--- src/rtl/upc_pkg.sv ---
// ----------------------------------------------------------------------------
// upc_pkg
// shared types, constants and character-class functions for the percent codec
// ----------------------------------------------------------------------------
package upc_pkg;

  // configuration register indexes
  localparam logic [1:0] REG_MODE         = 2'd0;
  localparam logic [1:0] REG_FORBID_SLASH = 2'd1;
  localparam logic [1:0] REG_ALLOWED_SET  = 2'd2;

  // allowed reserved sets in encode mode
  localparam logic [1:0] SET_NONE       = 2'd0;
  localparam logic [1:0] SET_SUB_COLON  = 2'd1;
  localparam logic [1:0] SET_SUB_PCHAR  = 2'd2;

  // escape phases of the decoder
  localparam logic [1:0] PHASE_IDLE = 2'd0;
  localparam logic [1:0] PHASE_HIGH = 2'd1;
  localparam logic [1:0] PHASE_LOW  = 2'd2;

  // characters
  localparam logic [7:0] CH_PERCENT = 8'h25;
  localparam logic [7:0] CH_SLASH   = 8'h2F;

  // command queue between front and back
  localparam int QUEUE_DEPTH = 4;
  localparam int QPTR_W      = $clog2(QUEUE_DEPTH);
  localparam int QCNT_W      = $clog2(QUEUE_DEPTH + 1);

  // beat index inside an escape expansion
  localparam logic [1:0] BEAT_PERCENT = 2'd0;
  localparam logic [1:0] BEAT_HIGH    = 2'd1;
  localparam logic [1:0] BEAT_LOW     = 2'd2;

  typedef enum logic [1:0] {
    OP_SINGLE  = 2'd0,  // one data beat
    OP_ESCAPE  = 2'd1,  // three beats: '%', high digit, low digit
    OP_ERR_END = 2'd2   // bare end marker with error
  } upc_op_t;

  typedef struct packed {
    upc_op_t    op;
    logic [7:0] data;
    logic       last;
  } upc_entry_t;

  typedef struct packed {
    logic mode;
    logic forbid_slash;
    logic [1:0] allowed_set;
  } upc_cfg_t;

  // {valid, value} of a hex digit, either case
  function automatic logic [4:0] hex_value(input logic [7:0] c);
    logic [7:0] t;
    logic       ok;
    t  = 8'h00;
    ok = 1'b0;
    if (c >= 8'h30 && c <= 8'h39) begin
      t  = c - 8'h30;
      ok = 1'b1;
    end else if (c >= 8'h41 && c <= 8'h46) begin
      t  = c - 8'h37;
      ok = 1'b1;
    end else if (c >= 8'h61 && c <= 8'h66) begin
      t  = c - 8'h57;
      ok = 1'b1;
    end
    return {ok, t[3:0]};
  endfunction

  // upper-case hex digit of a nibble
  function automatic logic [7:0] hex_digit(input logic [3:0] n);
    logic [7:0] r;
    if (n < 4'd10) begin
      r = 8'h30 + {4'h0, n};
    end else begin
      r = 8'h37 + {4'h0, n};
    end
    return r;
  endfunction

  function automatic logic is_sub_delim(input logic [7:0] c);
    return c == 8'h21 || c == 8'h24 || c == 8'h26 || c == 8'h27 || c == 8'h28 ||
           c == 8'h29 || c == 8'h2A || c == 8'h2B || c == 8'h2C || c == 8'h3B ||
           c == 8'h3D;
  endfunction

  // byte goes out unchanged in encode mode
  function automatic logic passes(input logic [7:0] c, input logic [1:0] set);
    logic unres;
    logic res;
    unres = (c >= 8'h30 && c <= 8'h39) || (c >= 8'h41 && c <= 8'h5A) ||
            (c >= 8'h61 && c <= 8'h7A) || c == 8'h2D || c == 8'h2E ||
            c == 8'h5F || c == 8'h7E;
    res = 1'b0;
    if (set == SET_SUB_COLON || set == SET_SUB_PCHAR) begin
      res = is_sub_delim(c) || c == 8'h3A;
      if (set == SET_SUB_PCHAR && (c == 8'h40 || c == CH_SLASH)) begin
        res = 1'b1;
      end
    end
    return unres || res;
  endfunction

endpackage

--- src/rtl/upc_front.sv ---
// ----------------------------------------------------------------------------
// upc_front
// accepts input bytes, tracks escape state and issues one command per result
// ----------------------------------------------------------------------------
module upc_front (
  input  logic              clk,
  input  logic              rst,
  input  upc_pkg::upc_cfg_t cfg,
  input  logic              accept,
  input  logic [7:0]        in_byte,
  input  logic              in_last,
  output logic              push,
  output upc_pkg::upc_entry_t entry
);
  import upc_pkg::*;

  logic [1:0] escape_phase, escape_phase_next;
  logic [3:0] high_nibble, high_nibble_next;
  logic       discarding, discarding_next;

  logic [1:0] phase;
  logic [4:0] hv;
  logic [7:0] decoded;
  logic       err;
  logic       emit;

  assign phase   = (escape_phase == PHASE_IDLE || escape_phase == PHASE_HIGH ||
                    escape_phase == PHASE_LOW) ? escape_phase : PHASE_IDLE;
  assign hv      = hex_value(in_byte);
  assign decoded = {high_nibble, hv[3:0]};

  always_comb begin
    escape_phase_next = escape_phase;
    high_nibble_next  = high_nibble;
    discarding_next   = discarding;
    err               = 1'b0;
    emit              = 1'b0;
    entry.op          = OP_SINGLE;
    entry.data        = in_byte;
    entry.last        = in_last;

    if (cfg.mode) begin
      emit     = 1'b1;
      entry.op = passes(in_byte, cfg.allowed_set) ? OP_SINGLE : OP_ESCAPE;
    end else begin
      if (!discarding) begin
        case (phase)
          PHASE_HIGH: begin
            if (!hv[4]) begin
              err = 1'b1;
            end else begin
              high_nibble_next  = hv[3:0];
              escape_phase_next = PHASE_LOW;
              err               = in_last;
            end
          end
          PHASE_LOW: begin
            escape_phase_next = PHASE_IDLE;
            if (!hv[4] || decoded == 8'h00 || (cfg.forbid_slash && decoded == CH_SLASH)) begin
              err = 1'b1;
            end else begin
              emit       = 1'b1;
              entry.data = decoded;
            end
          end
          default: begin
            if (in_byte == CH_PERCENT) begin
              escape_phase_next = PHASE_HIGH;
              err               = in_last;
            end else begin
              emit = 1'b1;
            end
          end
        endcase
        if (err) begin
          discarding_next   = 1'b1;
          escape_phase_next = PHASE_IDLE;
          high_nibble_next  = 4'h0;
        end
      end
      // error end marker replaces anything else on the last byte
      if (discarding_next && in_last) begin
        emit       = 1'b1;
        entry.op   = OP_ERR_END;
        entry.data = 8'h00;
      end
    end

    if (in_last) begin
      escape_phase_next = PHASE_IDLE;
      high_nibble_next  = 4'h0;
      discarding_next   = 1'b0;
    end
  end

  assign push = accept && emit;

  always_ff @(posedge clk) begin
    if (rst) begin
      escape_phase <= PHASE_IDLE;
      high_nibble  <= 4'h0;
      discarding   <= 1'b0;
    end else if (accept) begin
      escape_phase <= escape_phase_next;
      high_nibble  <= high_nibble_next;
      discarding   <= discarding_next;
    end
  end

endmodule

--- src/rtl/upc_queue.sv ---
// ----------------------------------------------------------------------------
// upc_queue
// short command queue decoupling the front from the back
// ----------------------------------------------------------------------------
module upc_queue (
  input  logic                clk,
  input  logic                rst,
  input  logic                push,
  input  upc_pkg::upc_entry_t push_entry,
  input  logic                pop,
  output upc_pkg::upc_entry_t head,
  output logic                empty,
  output logic                full
);
  import upc_pkg::*;

  upc_entry_t        slots [QUEUE_DEPTH];
  logic [QPTR_W-1:0] wr_ptr;
  logic [QPTR_W-1:0] rd_ptr;
  logic [QCNT_W-1:0] count;

  assign empty = (count == QCNT_W'(0));
  assign full  = (count == QCNT_W'(QUEUE_DEPTH));
  assign head  = slots[rd_ptr];

  always_ff @(posedge clk) begin
    if (push) begin
      slots[wr_ptr] <= push_entry;
    end
  end

  always_ff @(posedge clk) begin
    if (rst) begin
      wr_ptr <= '0;
      rd_ptr <= '0;
      count  <= '0;
    end else begin
      if (push) begin
        wr_ptr <= (wr_ptr == QPTR_W'(QUEUE_DEPTH - 1)) ? '0 : wr_ptr + 1'b1;
      end
      if (pop) begin
        rd_ptr <= (rd_ptr == QPTR_W'(QUEUE_DEPTH - 1)) ? '0 : rd_ptr + 1'b1;
      end
      if (push && !pop) begin
        count <= count + 1'b1;
      end else if (pop && !push) begin
        count <= count - 1'b1;
      end
    end
  end

endmodule

--- src/rtl/upc_back.sv ---
// ----------------------------------------------------------------------------
// upc_back
// expands queued commands into output beats and holds the output register
// ----------------------------------------------------------------------------
module upc_back (
  input  logic                clk,
  input  logic                rst,
  input  upc_pkg::upc_entry_t head,
  input  logic                empty,
  output logic                pop,
  output logic                out_valid,
  input  logic                out_ready,
  output logic [7:0]          out_byte,
  output logic                has_byte,
  output logic                out_last,
  output logic                error
);
  import upc_pkg::*;

  logic [1:0] beat_idx, beat_idx_next;
  logic       load;
  logic       final_beat;
  logic [7:0] beat_byte;
  logic       beat_has;
  logic       beat_last;
  logic       beat_err;

  assign load       = (!out_valid || out_ready) && !empty;
  assign final_beat = (head.op != OP_ESCAPE) || (beat_idx == BEAT_LOW);
  assign pop        = load && final_beat;

  always_comb begin
    beat_byte     = head.data;
    beat_has      = 1'b1;
    beat_last     = head.last;
    beat_err      = 1'b0;
    beat_idx_next = final_beat ? BEAT_PERCENT : beat_idx + 1'b1;
    case (head.op)
      OP_ESCAPE: begin
        case (beat_idx)
          BEAT_HIGH: begin
            beat_byte = hex_digit(head.data[7:4]);
            beat_last = 1'b0;
          end
          BEAT_LOW: begin
            beat_byte = hex_digit(head.data[3:0]);
          end
          default: begin
            beat_byte = CH_PERCENT;
            beat_last = 1'b0;
          end
        endcase
      end
      OP_ERR_END: begin
        beat_byte = 8'h00;
        beat_has  = 1'b0;
        beat_last = 1'b1;
        beat_err  = 1'b1;
      end
      default: begin
        beat_byte = head.data;
      end
    endcase
  end

  always_ff @(posedge clk) begin
    if (rst) begin
      out_valid <= 1'b0;
      beat_idx  <= BEAT_PERCENT;
    end else begin
      if (load) begin
        out_valid <= 1'b1;
        beat_idx  <= beat_idx_next;
      end else if (out_ready) begin
        out_valid <= 1'b0;
      end
    end
  end

  always_ff @(posedge clk) begin
    if (load) begin
      out_byte <= beat_byte;
      has_byte <= beat_has;
      out_last <= beat_last;
      error    <= beat_err;
    end
  end

endmodule

--- src/rtl/uri_percent_codec_unit.sv ---
// ----------------------------------------------------------------------------
// uri_percent_codec_unit
// streaming percent codec: decodes %XX escapes or encodes bytes into them
// ----------------------------------------------------------------------------
//
//   channel   handshake             payload
//   -------   -------------------   -------------------------------------
//   input     in_valid / in_ready   in_byte, in_last
//   output    out_valid / out_ready out_byte, has_byte, out_last, error
//   config    cfg_we                cfg_index, cfg_data
//
// - one input byte per cycle while the queue has room; a result is written
//   into the command queue, then loaded into the output register
// - an escaped byte in encode mode takes three output beats, so the back end
//   keeps its command at the queue head until the last beat is loaded
// - in_ready falls only when the four-entry command queue is full
// - synchronous active-high reset clears cfg, out_valid, escape and queue
// - out_ready low stalls the back end only; the front keeps taking bytes
//   until the queue fills
//
module uri_percent_codec_unit (
  input  logic       clk,
  input  logic       rst,
  input  logic       in_valid,
  output logic       in_ready,
  input  logic [7:0] in_byte,
  input  logic       in_last,
  output logic       out_valid,
  input  logic       out_ready,
  output logic [7:0] out_byte,
  output logic       has_byte,
  output logic       out_last,
  output logic       error,
  input  logic       cfg_we,
  input  logic [1:0] cfg_index,
  input  logic [1:0] cfg_data
);
  import upc_pkg::*;

  upc_cfg_t   cfg;
  upc_entry_t push_entry;
  upc_entry_t head;
  logic       push;
  logic       pop;
  logic       q_empty;
  logic       q_full;
  logic       in_beat;

  // configuration registers; the user must write them only while the block is idle (not enforced)
  always_ff @(posedge clk) begin
    if (rst) begin
      cfg <= '0;
    end else if (cfg_we) begin
      case (cfg_index)
        REG_MODE:         cfg.mode         <= cfg_data[0];
        REG_FORBID_SLASH: cfg.forbid_slash <= cfg_data[0];
        REG_ALLOWED_SET:  cfg.allowed_set  <= cfg_data;
        default: begin
          // unmapped index, write dropped
        end
      endcase
    end
  end

  // front takes a beat whenever the queue has room
  assign in_ready = !q_full;
  assign in_beat  = in_valid && in_ready;

  // classify the byte, keep escape state, issue at most one command
  upc_front u_front (
    .clk     (clk),
    .rst     (rst),
    .cfg     (cfg),
    .accept  (in_beat),
    .in_byte (in_byte),
    .in_last (in_last),
    .push    (push),
    .entry   (push_entry)
  );

  // command queue between the two halves
  upc_queue u_queue (
    .clk        (clk),
    .rst        (rst),
    .push       (push),
    .push_entry (push_entry),
    .pop        (pop),
    .head       (head),
    .empty      (q_empty),
    .full       (q_full)
  );

  // expand commands into output beats
  upc_back u_back (
    .clk       (clk),
    .rst       (rst),
    .head      (head),
    .empty     (q_empty),
    .pop       (pop),
    .out_valid (out_valid),
    .out_ready (out_ready),
    .out_byte  (out_byte),
    .has_byte  (has_byte),
    .out_last  (out_last),
    .error     (error)
  );

`ifndef SYNTHESIS
  // queue never written while full
  a_no_overflow: assert property (@(posedge clk) disable iff (rst) !(push && q_full))
    else $error("command queue overflow");

  // queue never read while empty
  a_no_underflow: assert property (@(posedge clk) disable iff (rst) !(pop && q_empty))
    else $error("command queue underflow");

  // an error beat is a bare end marker
  a_err_marker: assert property (@(posedge clk) disable iff (rst)
    out_valid && error |-> !has_byte && out_last && out_byte == 8'h00)
    else $error("error beat is not a bare end marker");

  // a byte-less beat always closes the string
  a_bare_last: assert property (@(posedge clk) disable iff (rst)
    out_valid && !has_byte |-> out_last && error)
    else $error("bare beat without end and error");
`endif

endmodule
--- config.mk ---
export PLATFORM = sky130hd
export DESIGN_NAME = uri_percent_codec_unit
export DESIGN_NICKNAME = d
export VERILOG_FILES = /design/src/rtl/upc_pkg.sv /design/src/rtl/upc_front.sv /design/src/rtl/upc_queue.sv /design/src/rtl/upc_back.sv /design/src/rtl/uri_percent_codec_unit.sv
export SDC_FILE = /design/constraint.sdc
export NUM_CORES = 1
export LEC_CHECK = 0
export BUFFER_PORTS_ARGS = -buffer_cell sky130_fd_sc_hd__buf_2
export CAP_MARGIN = 40
export CELL_PAD_IN_SITES_DETAIL_PLACEMENT = 0
export CELL_PAD_IN_SITES_GLOBAL_PLACEMENT = 1
export CORE_MARGIN = 2
export CORE_UTILIZATION = 50
export CTS_BUF_LIST = sky130_fd_sc_hd__clkbuf_8
export DETAILED_ROUTE_END_ITERATION = 7
export PLACE_DENSITY_LB_ADDON = 0.1
export SETUP_SLACK_MARGIN = 0.3
export SLEW_MARGIN = 40
export SYNTH_ARGS = -nofsm -noshare
export SYNTH_HDL_FRONTEND = slang
export SYNTH_SLANG_ARGS = --single-unit
export TNS_END_PERCENT = 10
--- constraint.sdc ---
create_clock -name clk -period 6.1 [get_ports clk]
set_input_delay 1.22 -clock clk [delete_from_list [all_inputs] [get_ports clk]]
set_output_delay 1.22 -clock clk [all_outputs]
set_load 0.01 [all_outputs]
* Yosys cells after proc, flatten, opt, wreduce, memory -nomap -nowiden *
Memory sizes are Yosys's and may differ from the RTL's. A register that Yosys moved wholly into a read port is not among the register bits.
Index checks and enable logic that the tools add are counted.

operators by class
  shift-type cells = 0
  div/mod/pow operators = 0
  equal/unequal tests = 39
  reduce and logical (&&, ||, !) cells = 61
  add/sub/neg operators = 12
  mux-type cells = 66
  $mul = 0
  $lt $le $gt $ge = 10
  bitwise gates (word level) = 0

operators by type and width
  cell                                                                                 number
  8-bit by 6-bit == test with 1-bit output, second input constant                      17
  8-bit 2-to-1 mux                                                                     6
  4-bit 2-to-1 mux                                                                     9
  8-bit by 7-bit less-or-equal comparator with 1-bit output, second input constant     4
  8-bit case mux with 2 select lines                                                   2
  1-bit 2-to-1 mux                                                                     29
  6-bit by 4-bit adder with 7-bit output, first input constant                         4
  1-bit logical OR                                                                     26
  2-bit 2-to-1 mux                                                                     13
  8-bit by 7-bit == test with 1-bit output, second input constant                      3
  2-bit == test, second input constant                                                 8
  8-bit by 7-bit greater-or-equal comparator with 1-bit output, second input constant  2
  1-bit logical AND                                                                    14
  2-bit by 1-bit == test with 1-bit output, second input constant                      6
  10-bit 2-to-1 mux                                                                    1
  5-bit AND reduction                                                                  2
  8-bit by 6-bit greater-or-equal comparator with 1-bit output, second input constant  1
  8-bit by 6-bit less-or-equal comparator with 1-bit output, second input constant     1
  8-bit logical NOT                                                                    1
  4-bit less-than comparator, second input constant                                    2
  2-bit AND reduction                                                                  4
  4-bit by 3-bit subtractor with 4-bit output, second input constant                   2
  2-bit by 1-bit adder with 2-bit output, second input constant                        3
  1-bit logical NOT                                                                    6
  15 further kinds                                                                     22

storage, ports and cells
  bits in read-only memories = 0
  output and inout port bits = 13
  RAM bits = 44
  bits in latches = 0
  bits of input ports = 18
  flip-flop bits (word level) = 32
  memories = 1
  word-level logic and storage cells = 204

memory list
  memory         words  bits a word  rd ports  clocked after memory_dff  wr ports  RTL line         source
  u_queue.slots  4      11           1         1                         1         upc_queue.sv:17  upc_entry_t slots [QUEUE_DEPTH];

* Longest topological paths before layout *
  depth after elaboration = 23
  mapped depth = 17
  depth with buffers taken out = 14

* Modules after synthesis *
A second synthesis with hierarchy kept.

second synthesis, totals
  cell total of the unflattened synthesis = 382
  area total of the unflattened synthesis = 4388.0 µm²

by module, submodules not included
  module                  area an instance (µm²)  cells an instance  instances
  upc_queue               2029.4                  101                1
  upc_front               1283.7                  167                1
  upc_back                882.1                   95                 1
  uri_percent_codec_unit  192.7                   19                 1

* Worst setup path before layout *
Ideal clock, no wire load.

  path kind = input to register
  start = input port in_byte[1]
  end = register u_queue.count[2]
  required time = 6029 ps
  arrival time = 4738 ps
  path slack = 1292 ps
  stages = 15
  cells stage by stage = clkbuf_1 -> inv_1 -> ha_1 -> nor3b_1 -> or4_4 -> o21a_4 -> a21o_4 -> o32a_1 -> a31oi_4 -> ha_1 -> inv_1 -> fa_1 -> xor2_1 -> or3_1 -> a21oi_1

on the way
  cells in the longest elaborated chain, start to end = 22
  elaborated cells between the ends (all ways) = 47

ends and longest elaborated chain
  what                                                                                                                                              RTL line                      source
  from (decl)                                                                                                                                       uri_percent_codec_unit.sv:26  input logic [7:0] in_byte,
  8-bit by 7-bit greater-or-equal comparator with 1-bit output / 8-bit by 7-bit less-or-equal comparator with 1-bit output (equally long branches)  upc_pkg.sv:66                 end else if (c >= 8'h61 && c <= 8'h66) begin
  1-bit logical AND                                                                                                                                 upc_pkg.sv:66
  4-bit 2-to-1 mux / 1-bit 2-to-1 mux (equally long branches)                                                                                       upc_pkg.sv:66
  4-bit 2-to-1 mux / 1-bit 2-to-1 mux (equally long branches)                                                                                       upc_pkg.sv:63                 end else if (c >= 8'h41 && c <= 8'h46) begin
  4-bit 2-to-1 mux / 1-bit 2-to-1 mux (equally long branches)                                                                                       upc_pkg.sv:60                 if (c >= 8'h30 && c <= 8'h39) begin
  8-bit by 6-bit == test with 1-bit output (tied with other cells)                                                                                  upc_front.sv:59               if (!hv[4] || decoded == 8'h00 || (cfg.forbid_slash && decoded == CH_SLASH)) begin
  1-bit logical AND / 1-bit logical OR (equally long branches)                                                                                      upc_front.sv:59
  1-bit logical OR                                                                                                                                  upc_front.sv:59
  (+7 left out)                                                                                                                                     n/a
  1-bit logical AND                                                                                                                                 upc_front.sv:82               if (discarding_next && in_last) begin
  1-bit 2-to-1 mux (*)                                                                                                                              upc_front.sv:82
  1-bit 2-to-1 mux (*)                                                                                                                              upc_front.sv:42               if (cfg.mode) begin
  1-bit logical AND (*)                                                                                                                             upc_front.sv:96               assign push = accept && emit;
  via push                                                                                                                                          uri_percent_codec_unit.sv:43  logic push;
  1-bit logical NOT                                                                                                                                 upc_queue.sv:46               end else if (pop && !push) begin
  1-bit logical AND                                                                                                                                 upc_queue.sv:46
  2-bit nonzero test (no line)                                                                                                                      n/a
  to (signal assigned)                                                                                                                              upc_queue.sv:45               count <= count + 1'b1;
  to (signal assigned)                                                                                                                              upc_queue.sv:47               count <= count - 1'b1;
  to (decl)                                                                                                                                         upc_queue.sv:20               logic [QCNT_W-1:0] count;

The timed path passes the listed nets; every way through them passes the cells marked *. The select of a mux whose other input is x is not followed.
A chain may end at the register's enable or synchronous reset.

* Final worst setup path *
  start = input port in_byte[0]
  end = register u_queue.count[2]

The elaborated chain is that of the path after synthesis.

==> results.ini <==
[setup_path]
worstSetupEndpointType=flip-flop
critPathSlowestCell=or4_4
worstPathCellList=buf_2 > inv_1 > ha_1 > nor3b_1 > or4_4 > o21a_4 > a21o_4 > o32a_1 > a31oi_4 > ha_1 > inv_1 > fa_1 > xor2_1 > or3_1 > a21oi_1
cp_slowest_stage_delay_ps=530
cp-startpoint=in_byte[0]
crit_required_ps=6360
worst-path-max-fanout=9
crit_arrival_ps=5070
start_kind=input port
worst-setup-path-type=input port to flip-flop

[die]
core.rowCount=34
initial_core_util=0.510
die_h_um=97.8
coreArea_sq_mm=0.00864
die-area_sq_mm=0.00957
fp.dieW_um=97.8
io_pins=31

[clocking]
cts_tree=yes
hold_buffers=0
insertion_delay_ps=350
cts-resized-gates=0
cts_buffer_depth=2
htree_levels=3
postCtsSetupBuffers=0
root_buffer=clkbuf_8
cts.sinks=78
cts_buffers=9
clk_pin_slew_ps=90

[timing]
tightest_slew_ps=737
relSlewSlack=0.508
rsz0062_at_grt=false
timing.fmax_mhz=208
post-route-min-period_ps=4810
fin_tns_setup_ps=0
hold_viol_final=0
drv_slew=0
period_share=0.788
skew_ps=15.0
setup-violations-final=0

[synthesis]
syn_inst=407
synthDistinctLibCells=60
synth_compound_area_frac=0.162
synth-seq-cells=78
syn-num-nets=446
muxShareOfSynthArea=0.0768
synthFlopType=edfxtp_1
avgSynthCellArea_sq_um=10.8
synth_top_family_by_area=simple AND/OR/NAND/NOR gates
async_reset_ff_frac=0
synth_fa_ha_area_frac=0.0614
ys_warn_count=0
synth_seq_area_share=0.480
synth-xor-area-share=0.00796
synth_edf_count=55
synth-simple-area-share=0.171
synth_area_sq_mm=0.00440

[global_routing]
grt_usage=0.205
grt_antenna_before_repair=0
grt-ovfl-total=0
grt_pass1_vias=3206
grt_max_degree=30
grt_pass1_wl_um=15700

[pwr]
total_power_uw=1780
pwr_density_cell_mw_per_mm2=367
leakagePower_uw=0.00176
ir_drop_mv=0.136

[place]
hpwl_um=6890
place.gp.congestion=0.908
io_buffers=30

[route]
vias_per_cell=5.84
wl_met3_um=323
wl_met2_um=4670
met1_length_um=3980
top_layer=met4
wirelength_um=9190
via_count=3186
wl_per_cell_um=16.8
drt_iter0_markers=85
drc=0
first_pass_iters=5
ant_nets=0

[hold_path]
min-delay-start=u_back.out_valid
min_path_type=flip-flop to flip-flop

[status]
status=finished clean

[cells_and_area]
nNetsFinal=472
area_growth_pct=10.3
final_common_cell=edfxtp_1
num-fill-cells=784
drive_gt1_frac=0.164
fin_util=0.562
diodes=0
mostFrequentLayoutCells=edfxtp_1, nor2_1, buf_2, inv_1, nand2_1

[run]
drv_cap=0

worst paths after layout:
path / endpoint / cells past startpoint / slack [ps]
min: u_back.out_valid / 2 / 480
min reg2reg: u_back.out_valid / 2 / 480
max: u_queue.count[2] / 15 / 1290
max reg2reg: u_queue.count[2] / 11 / 2450
report_power, final:
group / switching, uW / internal [uW] / leakage, uW
Sequential: 56.2 / 692 / 0.000702
Clock: 194 / 237 / 0.000112
Combinational: 346 / 259 / 0.000950
worst max-delay path: cells and delay by family:
family          cells  cell delay, ps
compound gates      5            1270
simple gates        3            1020
fa+ha+maj           3             950
buf+inv             3             410
xor+xnor            1             180
synthesized netlist by cell type (3+ instances only):
cell type | number | share of area
edfxtp_1 | 55 | 0.38
nor2_1 | 30 | 0.026
inv_1 | 29 | 0.025
nand2_1 | 29 | 0.025
o21ai_0 | 25 | 0.028
a21oi_1 | 24 | 0.027
dfxtp_1 | 23 | 0.10
ha_1 | 20 | 0.057
mux4_2 | 11 | 0.056
a31oi_1 | 10 | 0.014
nor3b_1 | 10 | 0.017
nand3_1 | 9 | 0.010
nor3_1 | 9 | 0.010
a22o_1 | 8 | 0.016
clkbuf_1 | 8 | 0.0068
nand2b_1 | 8 | 0.011
and2_1 | 7 | 0.010
mux2i_1 | 6 | 0.014
o22ai_1 | 6 | 0.0085
buf_2 | 5 | 0.0057
or3_1 | 5 | 0.0071
nand3b_1 | 4 | 0.0068
nor4b_1 | 4 | 0.0080
a2111oi_0 | 3 | 0.0060
a22oi_1 | 3 | 0.0051
buf_1 | 3 | 0.0026
nand4b_1 | 3 | 0.0060
nor2b_1 | 3 | 0.0043
o2bb2ai_1 | 3 | 0.0060
or4_1 | 3 | 0.0051
final cells by class:
cell class | instances | area, sq um | share of cell area
inverter | 29 | 109 | 0.0224
tap | 108 | 135 | 0.0278
multi-input combinational | 283 | 2110 | 0.434
clock buffer | 9 | 124 | 0.0255
clock inverter | 7 | 105 | 0.0216
sequential | 78 | 2110 | 0.435
timing repair buffer | 32 | 165 | 0.0340
registers in the layout, summed over array words and instances (netlist names), named ones only:
name / cells
cfg: 4
u_back.beat_idx: 2
u_back.error: 1
u_back.has_byte: 1
u_back.out_byte: 8
u_back.out_last: 1
u_back.out_valid: 1
u_front.discarding: 1
u_front.escape_phase: 2
u_front.high_nibble: 4
u_queue.count: 3
u_queue.rd_ptr: 2
u_queue.slots: 44
u_queue.wr_ptr: 2
per-stage QoR:
step | hold WS [ps] | area [sq um] | std cells | worst slack (ps)
after floorplan | 460 | 4400 | 407 | 1290
after global placement | 460 | 4630 | 530 | 1090
after detailed placement | 468 | 4630 | 530 | 962
after CTS | 481 | 4860 | 546 | 1310
after global routing | 507 | 4860 | 546 | 1070
final | 475 | 4860 | 546 | 1290
cells by family after synthesis:
| group | Yosys count |
|---|---|
| buffers and inverters | 46 |
| XOR/XNOR | 4 |
| multiplexers | 19 |
| adder cells (fa/ha/maj) | 21 |
| flip-flops | 78 |
| AND/OR/NAND/NOR | 135 |
| AO/OA/AOI/OAI | 104 |
per-layer routing:
metal  GRT usage  up-vias
li1            -     1584
met1       0.252     1511
met2       0.362       74
met3      0.0415       17
met4      0.0673        0
met5           0        -
No activity file was read; power rests on OpenSTA's default activity.
